$ cat config.mk
export PLATFORM = sky130hd
export DESIGN_NAME = charger_telemetry_decode
export DESIGN_NICKNAME = d
export VERILOG_FILES = /design/src/design/ctd_pkg.sv /design/src/design/ctd_scale.sv /design/src/design/ctd_locate.sv /design/src/design/ctd_finish.sv /design/src/design/charger_telemetry_decode.sv
export SDC_FILE = /design/constraint.sdc
export NUM_CORES = 1
export LEC_CHECK = 0
export BUFFER_PORTS_ARGS = -buffer_cell sky130_fd_sc_hd__buf_2
export CAP_MARGIN = 30
export CORE_MARGIN = 8
export CORE_UTILIZATION = 60
export CTS_CLUSTER_DIAMETER = 40
export CTS_CLUSTER_SIZE = 10
export DETAILED_ROUTE_END_ITERATION = 7
export PLACE_DENSITY = 0.88
export SYNTH_ARGS = -nofsm -noshare
export SYNTH_HDL_FRONTEND = slang
export SYNTH_SLANG_ARGS = --single-unit
$ cat constraint.sdc
create_clock -name clk -period 13.8 [get_ports clk]
set_input_delay 0.69 -clock clk [delete_from_list [all_inputs] [get_ports clk]]
set_output_delay 0.69 -clock clk [all_outputs]
set_load 0.005 [all_outputs]
$ cat src/design/ctd_pkg.sv
// ---------------------------------------------------------------------------
// ctd_pkg
// types, constants and lookup functions for the charger telemetry decoder
// ---------------------------------------------------------------------------
`timescale 1ns / 1ps
`default_nettype none

package ctd_pkg;

  localparam int unsigned SOC_FIRST_INNER = 1;
  localparam int unsigned SOC_LAST_INNER  = 19;
  localparam int unsigned SOC_SUBSTEPS    = 5;

  localparam logic [12:0] SOC_EMPTY_MV = 13'd3270;
  localparam logic [12:0] SOC_FULL_MV  = 13'd4200;
  localparam logic [6:0]  PCT_EMPTY    = 7'd0;
  localparam logic [6:0]  PCT_FULL     = 7'd100;

  localparam logic [12:0] MV_PER_VCODE  = 13'd20;
  localparam logic [12:0] MV_PER_VIN    = 13'd60;
  localparam logic [15:0] ICHG_SCALE    = 16'd175;
  localparam logic [15:0] IIN_SCALE     = 16'd133;
  localparam logic [11:0] MA_PER_LIMIT  = 12'd50;

  // floor(x / 10) == (x * 52429) >> 19 for every 16-bit x
  localparam logic [31:0] RECIP_TEN   = 32'd52429;
  localparam int unsigned RECIP_SHIFT = 19;

  typedef struct packed {
    logic [2:0] input_state;
    logic [1:0] charge_state;
    logic [2:0] fault_bits;
    logic [2:0] ntc_state;
    logic [1:0] ppm_bits;
  } ctd_flags_t;

  typedef struct packed {
    ctd_flags_t  flags;
    logic [12:0] battery_mv;
    logic [12:0] system_mv;
    logic [12:0] input_mv;
    logic [15:0] ichg_prod;
    logic [15:0] iin_prod;
    logic [11:0] limit_ma;
  } ctd_s1_t;

  typedef struct packed {
    ctd_flags_t  flags;
    logic [12:0] battery_mv;
    logic [12:0] system_mv;
    logic [12:0] input_mv;
    logic [31:0] ichg_recip;
    logic [31:0] iin_recip;
    logic [11:0] limit_ma;
    logic        below;
    logic        full;
    logic [4:0]  seg;
    logic [8:0]  offset;
  } ctd_s2_t;

  function automatic logic [12:0] soc_point(input logic [4:0] idx);
    logic [12:0] mv;
    case (idx)
      5'd0:    mv = 13'd3270;
      5'd1:    mv = 13'd3610;
      5'd2:    mv = 13'd3690;
      5'd3:    mv = 13'd3710;
      5'd4:    mv = 13'd3730;
      5'd5:    mv = 13'd3750;
      5'd6:    mv = 13'd3770;
      5'd7:    mv = 13'd3790;
      5'd8:    mv = 13'd3800;
      5'd9:    mv = 13'd3820;
      5'd10:   mv = 13'd3840;
      5'd11:   mv = 13'd3850;
      5'd12:   mv = 13'd3870;
      5'd13:   mv = 13'd3910;
      5'd14:   mv = 13'd3950;
      5'd15:   mv = 13'd3980;
      5'd16:   mv = 13'd4020;
      5'd17:   mv = 13'd4080;
      5'd18:   mv = 13'd4110;
      5'd19:   mv = 13'd4150;
      5'd20:   mv = 13'd4200;
      default: mv = 13'd4200;
    endcase
    return mv;
  endfunction

  // millivolts per percent inside each segment
  function automatic logic [6:0] soc_step(input logic [4:0] seg);
    logic [6:0] st;
    case (seg)
      5'd0:    st = 7'd68;
      5'd1:    st = 7'd16;
      5'd2:    st = 7'd4;
      5'd3:    st = 7'd4;
      5'd4:    st = 7'd4;
      5'd5:    st = 7'd4;
      5'd6:    st = 7'd4;
      5'd7:    st = 7'd2;
      5'd8:    st = 7'd4;
      5'd9:    st = 7'd4;
      5'd10:   st = 7'd2;
      5'd11:   st = 7'd4;
      5'd12:   st = 7'd8;
      5'd13:   st = 7'd8;
      5'd14:   st = 7'd6;
      5'd15:   st = 7'd8;
      5'd16:   st = 7'd12;
      5'd17:   st = 7'd6;
      5'd18:   st = 7'd8;
      5'd19:   st = 7'd10;
      default: st = 7'd1;
    endcase
    return st;
  endfunction

endpackage

`default_nettype wire

$ cat src/design/ctd_scale.sv
// ---------------------------------------------------------------------------
// ctd_scale
// first stage: field unpacking and constant scaling of the adc codes
// ---------------------------------------------------------------------------
`timescale 1ns / 1ps
`default_nettype none

module ctd_scale (
  input  wire logic            clk,
  input  wire logic            rst_n,
  input  wire logic            in_valid,
  input  wire logic [7:0]      status_byte,
  input  wire logic [7:0]      fault_byte,
  input  wire logic [7:0]      bat_code,
  input  wire logic [7:0]      sys_code,
  input  wire logic [7:0]      vin_code,
  input  wire logic [7:0]      ichg_code,
  input  wire logic [7:0]      iin_code,
  input  wire logic [7:0]      ppm_byte,
  output logic                 s1_valid,
  output ctd_pkg::ctd_s1_t     s1_word
);
  import ctd_pkg::*;

  logic    valid_r;
  ctd_s1_t word_r;
  ctd_s1_t word_nxt;

  always_comb begin
    word_nxt.flags.input_state  = status_byte[7:5];
    word_nxt.flags.charge_state = status_byte[4:3];
    word_nxt.flags.fault_bits   = fault_byte[5:3];
    word_nxt.flags.ntc_state    = fault_byte[2:0];
    word_nxt.flags.ppm_bits     = ppm_byte[7:6];
    word_nxt.battery_mv         = {5'd0, bat_code} * MV_PER_VCODE;
    word_nxt.system_mv          = {5'd0, sys_code} * MV_PER_VCODE;
    word_nxt.input_mv           = {6'd0, vin_code[6:0]} * MV_PER_VIN;
    word_nxt.ichg_prod          = {8'd0, ichg_code} * ICHG_SCALE;
    word_nxt.iin_prod           = {8'd0, iin_code} * IIN_SCALE;
    word_nxt.limit_ma           = {6'd0, ppm_byte[5:0]} * MA_PER_LIMIT;
  end

  always_ff @(posedge clk) begin
    if (!rst_n) begin
      valid_r <= 1'b0;
    end else begin
      valid_r <= in_valid;
    end
  end

  always_ff @(posedge clk) begin
    if (in_valid) begin
      word_r <= word_nxt;
    end
  end

  assign s1_valid = valid_r;
  assign s1_word  = word_r;

endmodule

`default_nettype wire

$ cat src/design/ctd_locate.sv
// ---------------------------------------------------------------------------
// ctd_locate
// second stage: soc segment search and reciprocal multiply for the /10 terms
// ---------------------------------------------------------------------------
`timescale 1ns / 1ps
`default_nettype none

module ctd_locate (
  input  wire logic            clk,
  input  wire logic            rst_n,
  input  wire logic            s1_valid,
  input  wire ctd_pkg::ctd_s1_t s1_word,
  output logic                 s2_valid,
  output ctd_pkg::ctd_s2_t     s2_word
);
  import ctd_pkg::*;

  logic    valid_r;
  ctd_s2_t word_r;
  ctd_s2_t word_nxt;
  logic [4:0]  seg;
  logic [12:0] diff;

  always_comb begin
    seg = 5'd0;
    for (int k = SOC_FIRST_INNER; k <= SOC_LAST_INNER; k++) begin
      if (s1_word.battery_mv >= soc_point(5'(k))) begin
        seg = 5'(k);
      end
    end
    diff = s1_word.battery_mv - soc_point(seg);

    word_nxt.flags      = s1_word.flags;
    word_nxt.battery_mv = s1_word.battery_mv;
    word_nxt.system_mv  = s1_word.system_mv;
    word_nxt.input_mv   = s1_word.input_mv;
    word_nxt.ichg_recip = {16'd0, s1_word.ichg_prod} * RECIP_TEN;
    word_nxt.iin_recip  = {16'd0, s1_word.iin_prod} * RECIP_TEN;
    word_nxt.limit_ma   = s1_word.limit_ma;
    word_nxt.below      = s1_word.battery_mv < SOC_EMPTY_MV;
    word_nxt.full       = s1_word.battery_mv >= SOC_FULL_MV;
    word_nxt.seg        = seg;
    word_nxt.offset     = diff[8:0];
  end

  always_ff @(posedge clk) begin
    if (!rst_n) begin
      valid_r <= 1'b0;
    end else begin
      valid_r <= s1_valid;
    end
  end

  always_ff @(posedge clk) begin
    if (s1_valid) begin
      word_r <= word_nxt;
    end
  end

  assign s2_valid = valid_r;
  assign s2_word  = word_r;

endmodule

`default_nettype wire

$ cat src/design/ctd_finish.sv
// ---------------------------------------------------------------------------
// ctd_finish
// third stage: in-segment percent, /10 shift and output register
// ---------------------------------------------------------------------------
`timescale 1ns / 1ps
`default_nettype none

module ctd_finish (
  input  wire logic             clk,
  input  wire logic             rst_n,
  input  wire logic             s2_valid,
  input  wire ctd_pkg::ctd_s2_t s2_word,
  output logic                  out_strobe,
  output ctd_pkg::ctd_flags_t   out_flags,
  output logic [12:0]           out_battery_mv,
  output logic [12:0]           out_system_mv,
  output logic [12:0]           out_input_mv,
  output logic [12:0]           out_charge_ma,
  output logic [11:0]           out_input_ma,
  output logic [11:0]           out_limit_ma,
  output logic [6:0]            out_charge_percent
);
  import ctd_pkg::*;

  logic        strobe_r;
  ctd_flags_t  flags_r;
  logic [12:0] battery_mv_r;
  logic [12:0] system_mv_r;
  logic [12:0] input_mv_r;
  logic [12:0] charge_ma_r;
  logic [11:0] input_ma_r;
  logic [11:0] limit_ma_r;
  logic [6:0]  percent_r;
  logic [6:0]  percent_nxt;
  logic [6:0]  step;
  logic [2:0]  frac;
  logic [31:0] ichg_q;
  logic [31:0] iin_q;

  // offset / step, quotient is below five
  always_comb begin
    step = soc_step(s2_word.seg);
    frac = 3'd0;
    for (int j = 1; j < SOC_SUBSTEPS; j++) begin
      if (s2_word.offset >= 9'(step) * 9'(j)) begin
        frac = frac + 3'd1;
      end
    end
    if (s2_word.below) begin
      percent_nxt = PCT_EMPTY;
    end else if (s2_word.full) begin
      percent_nxt = PCT_FULL;
    end else begin
      percent_nxt = 7'(s2_word.seg) * 7'(SOC_SUBSTEPS) + {4'd0, frac};
    end
    ichg_q = s2_word.ichg_recip >> RECIP_SHIFT;
    iin_q  = s2_word.iin_recip >> RECIP_SHIFT;
  end

  always_ff @(posedge clk) begin
    if (!rst_n) begin
      strobe_r <= 1'b0;
    end else begin
      strobe_r <= s2_valid;
    end
  end

  always_ff @(posedge clk) begin
    if (s2_valid) begin
      flags_r      <= s2_word.flags;
      battery_mv_r <= s2_word.battery_mv;
      system_mv_r  <= s2_word.system_mv;
      input_mv_r   <= s2_word.input_mv;
      charge_ma_r  <= ichg_q[12:0];
      input_ma_r   <= iin_q[11:0];
      limit_ma_r   <= s2_word.limit_ma;
      percent_r    <= percent_nxt;
    end
  end

  assign out_strobe         = strobe_r;
  assign out_flags          = flags_r;
  assign out_battery_mv     = battery_mv_r;
  assign out_system_mv      = system_mv_r;
  assign out_input_mv       = input_mv_r;
  assign out_charge_ma      = charge_ma_r;
  assign out_input_ma       = input_ma_r;
  assign out_limit_ma       = limit_ma_r;
  assign out_charge_percent = percent_r;

endmodule

`default_nettype wire

$ cat src/design/charger_telemetry_decode.sv
// ---------------------------------------------------------------------------
// charger_telemetry_decode
// decodes one snapshot of charger status and adc registers per word
// ---------------------------------------------------------------------------
//  channel   ports                      handshake
//  input     start, busy, in_*          taken when start && !busy
//  result    out_strobe, out_*          one cycle, no back-pressure
//
//  three register stages: scale, segment search with /10 multiply, finish
//  a word taken at edge n shows on the result ports in the cycle after edge n+2
//  a new word may be taken at every edge, so one word per cycle sustained
//  busy is high only while rst_n is low; reset empties all three stages
//  results cannot be held off, so nothing in the pipe ever stalls
// ---------------------------------------------------------------------------
`timescale 1ns / 1ps
`default_nettype none

module charger_telemetry_decode (
  input  wire logic       clk,
  input  wire logic       rst_n,
  input  wire logic       start,
  output logic            busy,
  input  wire logic [7:0] in_status_byte,
  input  wire logic [7:0] in_fault_byte,
  input  wire logic [7:0] in_bat_code,
  input  wire logic [7:0] in_sys_code,
  input  wire logic [7:0] in_vin_code,
  input  wire logic [7:0] in_ichg_code,
  input  wire logic [7:0] in_iin_code,
  input  wire logic [7:0] in_ppm_byte,
  output logic            out_strobe,
  output logic [2:0]      out_input_state,
  output logic [1:0]      out_charge_state,
  output logic [2:0]      out_fault_bits,
  output logic [2:0]      out_ntc_state,
  output logic [1:0]      out_ppm_bits,
  output logic [12:0]     out_battery_mv,
  output logic [12:0]     out_system_mv,
  output logic [12:0]     out_input_mv,
  output logic [12:0]     out_charge_ma,
  output logic [11:0]     out_input_ma,
  output logic [11:0]     out_limit_ma,
  output logic [6:0]      out_charge_percent
);
  import ctd_pkg::*;

  logic       in_take;
  logic       s1_valid;
  ctd_s1_t    s1_word;
  logic       s2_valid;
  ctd_s2_t    s2_word;
  ctd_flags_t flags;

  assign busy    = !rst_n;
  assign in_take = start && !busy;

  ctd_scale u_scale (
    .clk         (clk),
    .rst_n       (rst_n),
    .in_valid    (in_take),
    .status_byte (in_status_byte),
    .fault_byte  (in_fault_byte),
    .bat_code    (in_bat_code),
    .sys_code    (in_sys_code),
    .vin_code    (in_vin_code),
    .ichg_code   (in_ichg_code),
    .iin_code    (in_iin_code),
    .ppm_byte    (in_ppm_byte),
    .s1_valid    (s1_valid),
    .s1_word     (s1_word)
  );

  ctd_locate u_locate (
    .clk      (clk),
    .rst_n    (rst_n),
    .s1_valid (s1_valid),
    .s1_word  (s1_word),
    .s2_valid (s2_valid),
    .s2_word  (s2_word)
  );

  ctd_finish u_finish (
    .clk                (clk),
    .rst_n              (rst_n),
    .s2_valid           (s2_valid),
    .s2_word            (s2_word),
    .out_strobe         (out_strobe),
    .out_flags          (flags),
    .out_battery_mv     (out_battery_mv),
    .out_system_mv      (out_system_mv),
    .out_input_mv       (out_input_mv),
    .out_charge_ma      (out_charge_ma),
    .out_input_ma       (out_input_ma),
    .out_limit_ma       (out_limit_ma),
    .out_charge_percent (out_charge_percent)
  );

  assign out_input_state  = flags.input_state;
  assign out_charge_state = flags.charge_state;
  assign out_fault_bits   = flags.fault_bits;
  assign out_ntc_state    = flags.ntc_state;
  assign out_ppm_bits     = flags.ppm_bits;

endmodule

`default_nettype wire

**Word level (Yosys, flattened, before mapping)**

Memory sizes are Yosys's and may differ from the RTL's. A register that Yosys moved wholly into a read port is not among the register bits.
Index checks and enable logic that the tools add are counted.

- Memory bits (read-only): 576
- Output and inout bits: 98
- Register bits after elaboration: 317
- Input bits: 67
- Memories: 2

- Multiplexer cells: 25
- $mul: 10
- $add $sub $neg: 5
- Reductions and logical operators: 3
- $lt $le $gt $ge: 25

Memories:

| name | words | bits a word | rd ports | clocked after Yosys merged registers in | write ports | line | RTL |
|---|---|---|---|---|---|---|---|
| (no name shown) | 32 | 12 | 1 | 0 | 0 | ctd_pkg.sv:63 | `case (idx)` |
| (no name shown) | 32 | 6 | 1 | 1 | 0 | ctd_pkg.sv:93 | `case (seg)` |

Operators by type and width:

| operator | count |
|---|---|
| >= comparator 13 x 12 -> 1 bit (second input constant) | 17 |
| >= comparator 13 bit (second input constant) | 3 |
| multiplier 16 x 16 -> 32 bit (second input constant) | 1 |
| multiplier 8 x 8 -> 16 bit (second input constant) | 2 |
| two-way mux 4 bit | 8 |
| multiplier 16 x 16 -> 31 bit (second input constant) | 1 |
| two-way mux 5 bit | 5 |
| multiplier 8 x 3 -> 11 bit (second input constant) | 2 |
| two-way mux 3 bit | 7 |
| >= comparator 9 bit | 2 |
| less-than comparator 13 x 12 -> 1 bit (second input constant) | 1 |
| multiplier 6 x 5 -> 11 bit (second input constant) | 1 |
| multiplier 7 x 4 -> 11 bit (second input constant) | 1 |
| >= comparator 9 x 7 -> 1 bit | 1 |
| >= comparator 9 x 8 -> 1 bit | 1 |
| multiplier 7 x 2 -> 9 bit (second input constant) | 1 |
| subtractor 9 bit | 1 |
| adder 7 x 3 -> 7 bit | 1 |
| multiplier 5 x 3 -> 7 bit (second input constant) | 1 |
| two-way mux 7 bit | 1 |
| adder 3 x 1 -> 3 bit (second input constant) | 2 |
| two-way mux 2 bit | 2 |
| adder 1 x 1 -> 2 bit (second input constant) | 1 |
| two-way mux 1 bit | 2 |
| 3 further kinds | 3 |

**Logic depth before layout (Yosys ltp)**

Gate-level depths: netlist of the first run.
An unclocked memory read counts as a cell.

- Depth in word-level cells: 22
- Mapped depth: 25
- Depth with buffers taken out: 25

**Modules after synthesis**

From an unflattened synthesis of the first run, not the netlist that was laid out.

- Cell total of the unflattened synthesis: 2,113
- Area total of the unflattened synthesis: 26,126.3 µm²

By module, submodules not included:

| module | cells an instance | times used | sequential area each (µm²) | area an instance (µm²) |
|---|---|---|---|---|
| ctd_locate | 1,333 | 1 | 4,314.1 | 15,257.1 |
| ctd_scale | 500 | 1 | 2,692.6 | 6,535.0 |
| ctd_finish | 278 | 1 | 2,902.8 | 4,324.1 |
| charger_telemetry_decode | 2 | 1 | 0.0 | 10.0 |

**Worst setup path before layout of the first run**

OpenSTA, ideal clock, no wires.

- Path type: reg-to-reg
- Start point: reg u_scale.word_r (netlist bit u_scale.s1_word[16])
- End point: reg u_locate.word_r (netlist bit u_locate.s2_word[58]), data pin
- Buffers on the path: 0
- Path slack: 8,069 ps
- Required time: 13,531 ps
- Library setup time: 269 ps
- Cell stages (with the launch flop): 18
- Data arrival time: 5,461 ps
- Cell sequence: edfxtp_1 > ha_1 > inv_1 > fa_1 > inv_1 > fa_1 > fa_1 > fa_1 > fa_1 > ha_1 > and3_1 > a221o_1 > a21oi_1 > o31ai_1 > o311ai_2 > a31oi_1 > a2111oi_0 > nor3_1

RTL lines:

| item | line | RTL |
|---|---|---|
| from (decl) | ctd_scale.sv:26 | `ctd_s1_t word_r;` |
| from (signal assigned) | ctd_scale.sv:53 | `word_r <= word_nxt;` |
| to (signal assigned) | ctd_locate.sv:56 | `word_r <= word_nxt;` |
| to (decl) | ctd_locate.sv:19 | `ctd_s2_t word_r;` |

==> flow_summary_export.csv, run 1 <==
group,metric,value,unit
grt,grt_pass1_vias,15326,
outcome,outcome,"finished clean",
clock_tree,cts_sinks,284,
grt,grt_pass1_wl,75.9,mm
worst_setup_path,r2r-end,"u_locate.s2_word[58]$_DFFE_PP_",
grt,busiest_layer,"met2",
die,die_y,213,µm
timing,max_freq,0.157,GHz
grt,grt_max_degree,77,
die,die_w,213,µm
die,core_area,0.0384,mm²
drt,wl_per_cell,17.9,µm
drt,routed_wl,46.3,mm
layout,num-nets-final,2760,
grt,met2_usage,37.0,%
worst_setup_path,worstSetupEndpointType,"register",
drt,viasPerCell,5.46,
synthesis,yosysSeqAreaShare,36.4,%
synthesis,avgSynthCellArea,12.5,µm²
worst_setup_path,r2r_cells,17,
drt,dr.pass1.iters,7,
synthesis,synth_top_area_cell,"edfxtp_1",
die,io_pins,165,
synthesis,synth_area_leaders,"edfxtp_1, ha_1, fa_1, inv_1, xnor2_1",
drt,final_antenna_net_count,0,
placed_design,gp_congestion,0.923,
timing,slew_headroom,37.5,%
timing,final_max_slew_viol_count,0,
synthesis,yosys.area.top_type_share,35.6,%
clock_tree,cts_buffer_depth,3,
layout,layout-drive-gt1-share,12.1,%
drt,post-route-drc-count,0,
clock_tree,cts_resized,0,
job,max-cap-violations,0,
timing,hold_viol,0,
grt,grt.met3_usage,3.95,%
worst_setup_path,crit_type,"reg2reg",
layout,antenna_cells,0,
clock_tree,root_buffer,"clkbuf_16",
clock_tree,postCtsSetupRepairBufs,0,
grt,antenna_found_initial,4,
grt,grt.overflow.total,0,
worst_setup_path,cp.arrival,6660,ps
clock_tree,htree_num_levels,2,
drt,first_iter_violations,851,
die,die-area,0.0452,mm²
worst_hold_path,holdPathStages,1,
clock_tree,ctsHoldBuffers,0,
worst_setup_path,start_kind,"register",
clock_tree,cts_buffers,42,
timing,period_minus_slack,6380,ps
clock_tree,clk_latency,550,ps
clock_tree,clk_pin_slew_worst_paths,50,ps
worst_setup_path,rrSetupSlack,7420,ps
synthesis,synth_area,0.0232,mm²
grt,grt_usage,21.0,%
worst_hold_path,hold_path_end,"u_scale.s1_word[90]$_DFFE_PP_",
timing,setup_tns,0,ps
placed_design,dp_hpwl,36.3,mm
synthesis,synth_edf_count,275,
layout,fillers,2696,
timing,rsz0062_at_grt,"no",
timing,worst_pin_slew,929,ps
timing,period_share,46.2,%
worst_hold_path,hold_start,"in_fault_byte[5]",
grt,use_met1,26.4,%
synthesis,synthArstFlopShare,0,%
die,fp-row-count,72,
drt,vias,14111,
synthesis,yosys_warnings,0,
synthesis,syn_inst,1855,
synthesis,ys.flop_type,"edfxtp_1",
clock_tree,cts_tree,"done",
die,initial_core_util,60.5,%
worst_setup_path,rr_startpoint,"u_scale.s1_word[17]$_DFFE_PP_",
worst_hold_path,min_path_type,"in2reg",
timing,setup_viol,0,
worst_setup_path,critPathRequiredTime,14090,ps
synthesis,synth_cell_types,92,
placed_design,io_buffers,151,
synthesis,synth_seq_cells,284,
timing,finClkSkew,15.1,ps
layout,area_growth,11.5,%
worst_setup_path,cp_max_fo,5,
## how the worst max path moves through the flow
stage,from,to,slack [ps],depth (start not counted)
after floorplan,u_scale.s1_word[16]$_DFFE_PP_,u_locate.s2_word[58]$_DFFE_PP_,8070,17
after CTS,u_scale.s1_word[17]$_DFFE_PP_,u_locate.s2_word[58]$_DFFE_PP_,7440,17
after global routing,u_scale.s1_word[17]$_DFFE_PP_,u_locate.s2_word[58]$_DFFE_PP_,7080,17
final,u_scale.s1_word[17]$_DFFE_PP_,u_locate.s2_word[58]$_DFFE_PP_,7420,17
after detailed placement,u_scale.s1_word[17]$_DFFE_PP_,u_locate.s2_word[58]$_DFFE_PP_,7470,17
after global placement,u_scale.s1_word[17]$_DFFE_PP_,u_locate.s2_word[58]$_DFFE_PP_,7580,17
## stage by stage
| step | cells | hold WS (ps) | util [%] | worst slack, ps | instance area [µm²] |
|---|---|---|---|---|---|
| 6_report | 2583 | 319 | 67.5 | 7420 | 25900 |
| 5_1_grt | 2583 | 295 | 67.5 | 7080 | 25900 |
| 4_1_cts | 2582 | 278 | 67.4 | 7440 | 25900 |
| 3_5_place_dp | 2513 | 405 | 63.9 | 7470 | 24500 |
| 3_3_place_gp | 2513 | 400 | 63.9 | 7580 | 24500 |
| 2_1_floorplan | 1861 | 400 | - | 8070 | 23200 |
## layout make-up
type / count / area [µm²] / area share, %
Clock inverter: 21 / 226 / 0.875
Multi-Input combinational cell: 1191 / 13300 / 51.4
Tap cell: 518 / 648 / 2.50
Timing Repair Buffer: 155 / 806 / 3.11
Inverter: 366 / 1370 / 5.31
Sequential cell: 284 / 8450 / 32.6
Clock buffer: 48 / 1090 / 4.23
## metal layers
| metal | wire length (µm) | share of wire [%] |
|---|---|---|
| met4 | 990 | 2.1 |
| met3 | 2830 | 6.1 |
| met5 | 37 | 0.080 |
| met2 | 22900 | 49 |
| met1 | 19600 | 42 |
## critical path: stages, from the launching register on
cell	delay, ps
edfxtp_1	500
ha_1	410
inv_1	80
fa_1	530
inv_1	60
fa_1	510
fa_1	520
fa_1	540
fa_1	510
ha_1	360
and3_1	220
a221o_1	320
a21oi_1	150
o31ai_1	220
o311ai_2	360
a31oi_1	250
a2111oi_0	470
nor3_1	100
## synthesized netlist by cell type, drive strengths merged, types with 3 or more instances
library cell	number
a2111oi	4
a211oi	4
a21boi	6
a21o	23
a21oi	74
a221o	4
a31oi	10
and2	10
and3	7
buf	15
clkbuf	5
dfxtp	9
edfxtp	275
fa	201
ha	452
inv	366
mux2	4
mux2i	3
nand2	27
nand2b	8
nand3	11
nand3b	4
nand4	4
nor2	53
nor2b	14
nor3	16
nor3b	3
nor4	3
o2111a	3
o211ai	7
o21a	15
o21ai	42
o21bai	18
o221ai	5
o22ai	4
o311ai	3
o31ai	8
or2	7
or3	7
xnor2	66
xor2	24
## flip-flops by register name (all words and copies together), names as in the netlist, 6 cells and up
| name | flops |
|---|---|
| u_scale.s1_word | 89 |
| u_finish.out_input_mv | 11 |
| u_finish.out_input_ma | 12 |
| u_finish.out_battery_mv | 11 |
| u_locate.s2_word | 97 |
| u_finish.out_charge_percent | 7 |
| u_finish.out_flags | 13 |
| u_finish.step | 6 |
| u_finish.out_system_mv | 11 |
| u_finish.out_limit_ma | 11 |
| u_finish.out_charge_ma | 13 |
## kinds of logic (layout without fill, tap and decap cells)
| kind of cell | count (synthesis) | after routing | share of synthesized area (%) |
|---|---|---|---|
| buffers and inverters | 386 | 590 | 6.47 |
| AND/OR/NAND/NOR | 181 | 181 | 4.09 |
| adder cells (fa/ha/maj) | 653 | 653 | 41.7 |
| XOR/XNOR | 91 | 91 | 3.50 |
| multiplexers | 7 | 7 | 0.340 |
| other | 1 | 7 | 0.0162 |
| AO/OA/AOI/OAI | 252 | 252 | 7.52 |
| flip-flops | 284 | 284 | 36.4 |
## cells in the final DEF, fill, tap and decap left out, drive strengths merged, types with 4 or more instances in the layout
cell,synthesis,final
ha,452,452
inv,366,370
edfxtp,275,275
fa,201,201
buf,15,155
a21oi,74,74
xnor2,66,66
nor2,53,53
clkbuf,5,48
o21ai,42,42
nand2,27,27
xor2,24,24
a21o,23,23
o21bai,18,18
nor3,16,16
o21a,15,15
nor2b,14,14
nand3,11,11
clkinv,0,11
a31oi,10,10
and2,10,10
dfxtp,9,9
o31ai,8,8
nand2b,8,8
and3,7,7
or3,7,7
conb,1,7
or2,7,7
o211ai,7,7
a21boi,6,6
o221ai,5,5
o22ai,4,4
nand3b,4,4
nand4,4,4
a211oi,4,4
a2111oi,4,4
a221o,4,4
mux2,4,4
Power of run 1 is left out: the tool's default activity adds up to more than one toggle a clock period on the data nets, which glitch-free logic cannot reach.
==> run 2: changes to the inputs <==
--- a/config.mk
+++ b/config.mk
@@ -8,11 +8,11 @@
 export BUFFER_PORTS_ARGS = -buffer_cell sky130_fd_sc_hd__buf_2
 export CAP_MARGIN = 30
 export CORE_MARGIN = 8
-export CORE_UTILIZATION = 60
+export CORE_UTILIZATION = 56
 export CTS_CLUSTER_DIAMETER = 40
 export CTS_CLUSTER_SIZE = 10
 export DETAILED_ROUTE_END_ITERATION = 7
-export PLACE_DENSITY = 0.88
+export PLACE_DENSITY = 0.87
 export SYNTH_ARGS = -nofsm -noshare
 export SYNTH_HDL_FRONTEND = slang
 export SYNTH_SLANG_ARGS = --single-unit
==> constraint.sdc (replaced) <==
create_clock -name clk -period 5.2 [get_ports clk]
set_input_delay 0.26 -clock clk [delete_from_list [all_inputs] [get_ports clk]]
set_output_delay 0.26 -clock clk [all_outputs]
set_load 0.005 [all_outputs]
==> run 2 against run 1 <==
Effect of this change:
- the run now ends with negative setup slack left
- critical endpoint is now u_locate.s2_word[57]$_DFFE_PP_
- hold slack lost 230 ps
- count of clock-buffer cells in the layout shrank 2
- register-to-register slack lost 7800 ps
- worst setup slack lost 7800 ps
- largest cell class unchanged
- sequential share of layout area shrank 2.1 points
- utilization grew 0.27 points
- first-iteration DRC count grew 5.2%
- critical path type unchanged
- via count grew 6.9%
- non-clock buffer count grew 177
- maximum frequency grew 15%
- routed wire length grew 13%
- final area grew 6.8%
==> flow_summary_export.csv, run 2 (same netlist as run 1, synthesis figures left out) <==
group,metric,value,unit
layout,final_common_cell,"ha_1",
timing,fin_ws,-364,ps
timing,final_max_slew_viol_count,0,
die,io_pins,165,
worst_setup_path,crit_type,"reg2reg",
layout,final_cell_mix,"ha_1, inv_1, edfxtp_1",
outcome,violations,"negative setup slack",
placed_design,gp_congestion,0.957,
layout,multiInputGateArea,0.0137,mm²
worst_setup_path,r2r_cells,19,
grt,grt_pass1_wl,83.4,mm
worst_hold_path,min_path_type,"in2reg",
worst_setup_path,startpoint,"u_scale.s1_word[15]$_DFFE_PP_",
die,core_area,0.0408,mm²
layout,area_growth,19.2,%
layout,largest_reg_flops,97,
worst_setup_path,rr_startpoint,"u_scale.s1_word[15]$_DFFE_PP_",
worst_setup_path,critPathRequiredTime,5490,ps
timing,period_share,107,%
placed_design,dp_hpwl,41.1,mm
clock_tree,cts_buffers,39,
grt,antenna_found_initial,1,
timing,holdWs,85.9,ps
die,die-area,0.0482,mm²
worst_setup_path,worstSetupEndpointType,"register",
placed_design,io_buffers,151,
layout,layout-drive-gt1-share,20.3,%
drt,post-route-drc-count,0,
clock_tree,htree_num_levels,2,
layout,seqCellArea,0.00845,mm²
drt,final_antenna_net_count,0,
drt,vias,15083,
drt,routed_wl,52.5,mm
drt,dr.pass1.iters,6,
clock_tree,clk_pin_slew_worst_paths,60,ps
outcome,outcome,"complete, but fails checks",
worst_hold_path,holdPathStages,2,
timing,max_freq,0.180,GHz
drt,viasPerCell,5.45,
worst_setup_path,start_kind,"register",
grt,grt.overflow.total,0,
grt,grt_usage,21.7,%
clock_tree,clk_latency,550,ps
die,fp-row-count,74,
timing,period_minus_slack,5560,ps
timing,worst_pin_slew,680,ps
timing,setup_viol,17,
job,max-cap-violations,0,
timing,slew_headroom,54.3,%
clock_tree,cts_buffer_depth,3,
clock_tree,cts_tree,"done",
grt,grt_max_degree,79,
layout,fillers,2690,
drt,wl_per_cell,19.0,µm
timing,rsz0062_at_grt,"yes",
worst_setup_path,cp_max_fo,3,
timing,hold_viol,0,
clock_tree,root_buffer,"clkbuf_16",
worst_setup_path,cp.arrival,5850,ps
layout,num-nets-final,2934,
drt,first_iter_violations,895,
placed_design,dp_worst_setup_slack,-451,ps
timing,finClkSkew,19.9,ps
die,initial_core_util,56.8,%
clock_tree,cts_sinks,284,
die,die_y,220,µm
grt,grt_pass1_vias,16340,
worst_hold_path,hold_start,"in_sys_code[7]",
die,die_w,220,µm
-- run 2: cell types whose count changed in the layout (fill, tap and decap cells not counted), sizes merged --
cell / delta
dlygate4sd3: +27
clkinvlp: -2
buf: +150
clkbuf: -2
bufinv: -1
diode: +1
inv: -2
-- run 2: final cells by class --
| type | count | area share, % |
|---|---|---|
| clock inverter | 16 | 0.579 |
| clock buffer | 46 | 3.62 |
| inverter | 366 | 4.97 |
| multi-input combinational | 1191 | 49.7 |
| timing repair buffer | 332 | 8.18 |
| antenna | 1 | 0.00905 |
| sequential | 284 | 30.5 |
| tap | 532 | 2.41 |
-- run 2: repair_timing --
item	CTS	global route
resized for setup	31	35
setup endpoints to repair	20	26
endpoints found under the hold margin	27	0
pin swaps	36	21
hold buffers	27	0
buffers inserted	22	6
gates cloned	0	0
-- run 2: metrics by stage --
| stage | setup TNS (ps) | util, % | cells | instance area (µm²) |
|---|---|---|---|---|
| 2_1_floorplan | -543 | - | 1861 | 23400 |
| 3_3_place_gp | -1970 | 62.8 | 2651 | 25600 |
| 3_5_place_dp | -3890 | 62.8 | 2651 | 25600 |
| 4_1_cts | -3340 | 67.1 | 2762 | 27400 |
| 5_1_grt | -7180 | 67.7 | 2767 | 27700 |
| 6_report | -3890 | 67.7 | 2768 | 27700 |
-- run 2: layer usage --
| layer | up-vias | share of wire (%) | track usage [%] |
|---|---|---|---|
| li1 | 7101 | - | - |
| met1 | 7380 | 40 | 25.9 |
| met2 | 483 | 52 | 40.2 |
| met3 | 117 | 5.4 | 3.10 |
| met4 | 2 | 2.7 | 6.47 |
| met5 | - | 0.025 | 0 |
-- run 2: critical path, stage by stage, from the launching register on --
cell	delay, ps
edfxtp_1	490
ha_4	330
inv_2	30
fa_1	490
inv_1	50
fa_1	450
fa_1	510
fa_1	430
fa_1	540
ha_4	220
a21o_1	210
a221o_1	390
a21oi_2	180
o31ai_4	110
o311ai_4	290
a31oi_4	160
buf_6	150
buf_12	120
a21oi_4	120
xnor2_1	70
-- run 2: final timing paths --
| check | slack [ps] | to |
|---|---|---|
| worst max-delay path | -360 | u_locate.s2_word[57]$_DFFE_PP_ |
| worst min-delay path | 90 | u_scale.s1_word[68]$_DFFE_PP_ |
| worst max register to register | -360 | u_locate.s2_word[57]$_DFFE_PP_ |
| worst min register to register | 410 | u_locate.s2_word[23]$_DFFE_PP_ |
Power of run 2 is left out for the same reason.
==> run 3: changes to the inputs <==
--- a/config.mk
+++ b/config.mk
@@ -8,11 +8,12 @@
 export BUFFER_PORTS_ARGS = -buffer_cell sky130_fd_sc_hd__buf_2
 export CAP_MARGIN = 30
 export CORE_MARGIN = 8
-export CORE_UTILIZATION = 56
+export CORE_UTILIZATION = 44
 export CTS_CLUSTER_DIAMETER = 40
 export CTS_CLUSTER_SIZE = 10
 export DETAILED_ROUTE_END_ITERATION = 7
-export PLACE_DENSITY = 0.87
+export PLACE_DENSITY = 0.73
+export REMOVE_ABC_BUFFERS = 1
 export SYNTH_ARGS = -nofsm -noshare
 export SYNTH_HDL_FRONTEND = slang
 export SYNTH_SLANG_ARGS = --single-unit
==> run 3 against run 2 <==
Effect of this change:
- the flow still finishes with violations (negative setup slack)
- maximum frequency hardly changed
- die area grew 25%
- via count decreased by 1.2%
- cell count increased by 6.7%
- routed wire length is 6.5% lower
- utilization decreased by 13 points
==> flow_summary_export.csv, run 3 (same netlist as run 1, synthesis figures left out) <==
group,metric,value,unit
worst_setup_path,critPathRequiredTime,5500,ps
clock_tree,htree_num_levels,2,
worst_setup_path,rr_startpoint,"u_scale.s1_word[17]$_DFFE_PP_",
layout,final_common_cell,"ha_1",
placed_design,dp_hpwl,39.0,mm
timing,finClkSkew,42.7,ps
timing,holdWs,69.5,ps
grt,grt_pass1_wl,80.6,mm
placed_design,io_buffers,151,
timing,max_freq,0.180,GHz
outcome,outcome,"complete, but fails checks",
worst_setup_path,cpPeakStageDelay,580,ps
layout,largest_reg_flops,97,
timing,hold_viol,0,
worst_setup_path,endpoint,"u_locate.s2_word[58]$_DFFE_PP_",
die,die-area,0.0604,mm²
placed_design,dp_worst_setup_slack,-768,ps
clock_tree,cts_buffers,47,
die,initial_core_util,44.3,%
clock_tree,clk_pin_slew_worst_paths,50,ps
worst_setup_path,startpoint,"u_scale.s1_word[17]$_DFFE_PP_",
grt,grt_usage,16.4,%
timing,period_minus_slack,5570,ps
die,fp-row-count,84,
layout,final_cell_mix,"ha_1, inv_1, edfxtp_1",
grt,grt_pass1_vias,16198,
drt,vias,14903,
die,die_w,246,µm
timing,fin_ws,-366,ps
worst_setup_path,cp.arrival,5860,ps
worst_setup_path,cp_max_fo,4,
layout,num-nets-final,2950,
outcome,violations,"negative setup slack",
worst_setup_path,cpMostUsedCell,"fa_1",
drt,dr.pass1.iters,8,
drt,first_iter_violations,650,
timing,slew_headroom,45.4,%
placed_design,gp_congestion,0.949,
clock_tree,cts_sinks,284,
drt,post-route-drc-count,0,
worst_setup_path,path_cells,"ha_1 > inv_1 > fa_1 > inv_1 > fa_1 > fa_1 > fa_1 > fa_1 > ha_4 > and3_4 > a221o_1 > a21oi_2 > o31ai_4 > o311ai_4 > a31oi_4 > a2111oi_4 > nor3_2",
worst_hold_path,min_path_type,"in2reg",
clock_tree,cts_buffer_depth,3,
grt,grt.overflow.total,0,
clock_tree,cts_tree,"done",
grt,antenna_found_initial,1,
worst_setup_path,rrSetupSlack,-370,ps
worst_setup_path,crit_type,"reg2reg",
worst_setup_path,slowest_stage,"fa_1",
clock_tree,clk_latency,580,ps
timing,final_max_slew_viol_count,0,
grt,grt_max_degree,62,
worst_setup_path,r2r_cells,17,
timing,period_share,107,%
drt,final_antenna_net_count,0,
timing,setup_viol,18,
timing,setup_tns,-3550,ps
layout,layout-drive-gt1-share,21.8,%
timing,worst_pin_slew,819,ps
worst_setup_path,r2r-end,"u_locate.s2_word[58]$_DFFE_PP_",
worst_setup_path,worstSetupEndpointType,"register",
worst_setup_path,start_kind,"register",
layout,area_growth,22.4,%
drt,routed_wl,49.1,mm
timing,rsz0062_at_grt,"yes",
job,max-cap-violations,0,
clock_tree,root_buffer,"clkbuf_16",
die,die_y,246,µm
die,core_area,0.0523,mm²
die,io_pins,165,
drt,viasPerCell,5.05,
drt,wl_per_cell,16.6,µm
[run 3: cell types whose count changed in the layout (fill, tap and decap cells not counted), moves of 4 or more]
cell           change
buf_6              +4
clkbuf_1           +5
clkinv_1           -5
dlygate4sd3_1      +4
ha_4               +8
ha_1               -9
clkbuf_16         +10
[run 3: layout make-up]
cell class / instances / area [µm²]
fill: 4251 / 23900
timing repair buffer: 340 / 2290
multi-input combinational: 1191 / 13900
clock inverter: 22 / 279
tap: 688 / 861
clock buffer: 62 / 1280
antenna: 1 / 2.50
inverter: 366 / 1370
sequential: 284 / 8450
[run 3: layer usage]
layer	vias to the layer above	share of wire (%)	GRT usage (%)
met5	-	0	0
met4	0	3.0	5.37
met3	95	4.5	3.11
met2	315	50	28.7
met1	7331	42	20.1
li1	7162	-	-
[run 3: metrics by stage]
step                      cells  util, %  cell area, µm²
after global routing       2953     54.3           28400
after CTS                  2946     53.6           28100
after detailed placement   2809     49.1           25700
after global placement     2809     49.1           25700
final                      2954     54.3           28400
after floorplan            1841        -           23100
[run 3: how the worst min path moves through the flow]
stage                              startpoint                                 end  slack, ps  cells after the start
6_report                       in_vin_code[1]       u_scale.s1_word[47]$_DFFE_PP_         70                      2
5_1_grt                        in_iin_code[2]       u_scale.s1_word[14]$_DFFE_PP_         70                      2
4_1_cts                        in_vin_code[1]       u_scale.s1_word[47]$_DFFE_PP_         20                      2
3_5_place_dp     u_scale.s1_word[9]$_DFFE_PP_      u_locate.s2_word[25]$_DFFE_PP_        400                      0
3_3_place_gp   u_locate.s2_word[49]$_DFFE_PP_  u_finish.out_input_ma[2]$_DFFE_PP_        400                      0
2_1_floorplan                  in_iin_code[0]       u_scale.s1_word[12]$_DFFE_PP_        360                      0
[run 3: worst max-delay path: cells and delay by family (launching register included)]
family / cells / cell delay, ps
AO/OA/AOI/OAI: 6 / 1410
AND/OR/NAND/NOR: 2 / 250
flip-flops: 1 / 490
buffers and inverters: 2 / 110
adder cells (fa/ha/maj): 7 / 3060
[run 3: what timing repair did]
action,CTS,global route
endpoints found under the setup margin,22,26
pin swaps,85,24
hold buffers,31,0
buffers inserted,22,9
endpoints found under the hold margin,32,0
gates resized for setup,60,51
Power of run 3 is left out for the same reason.
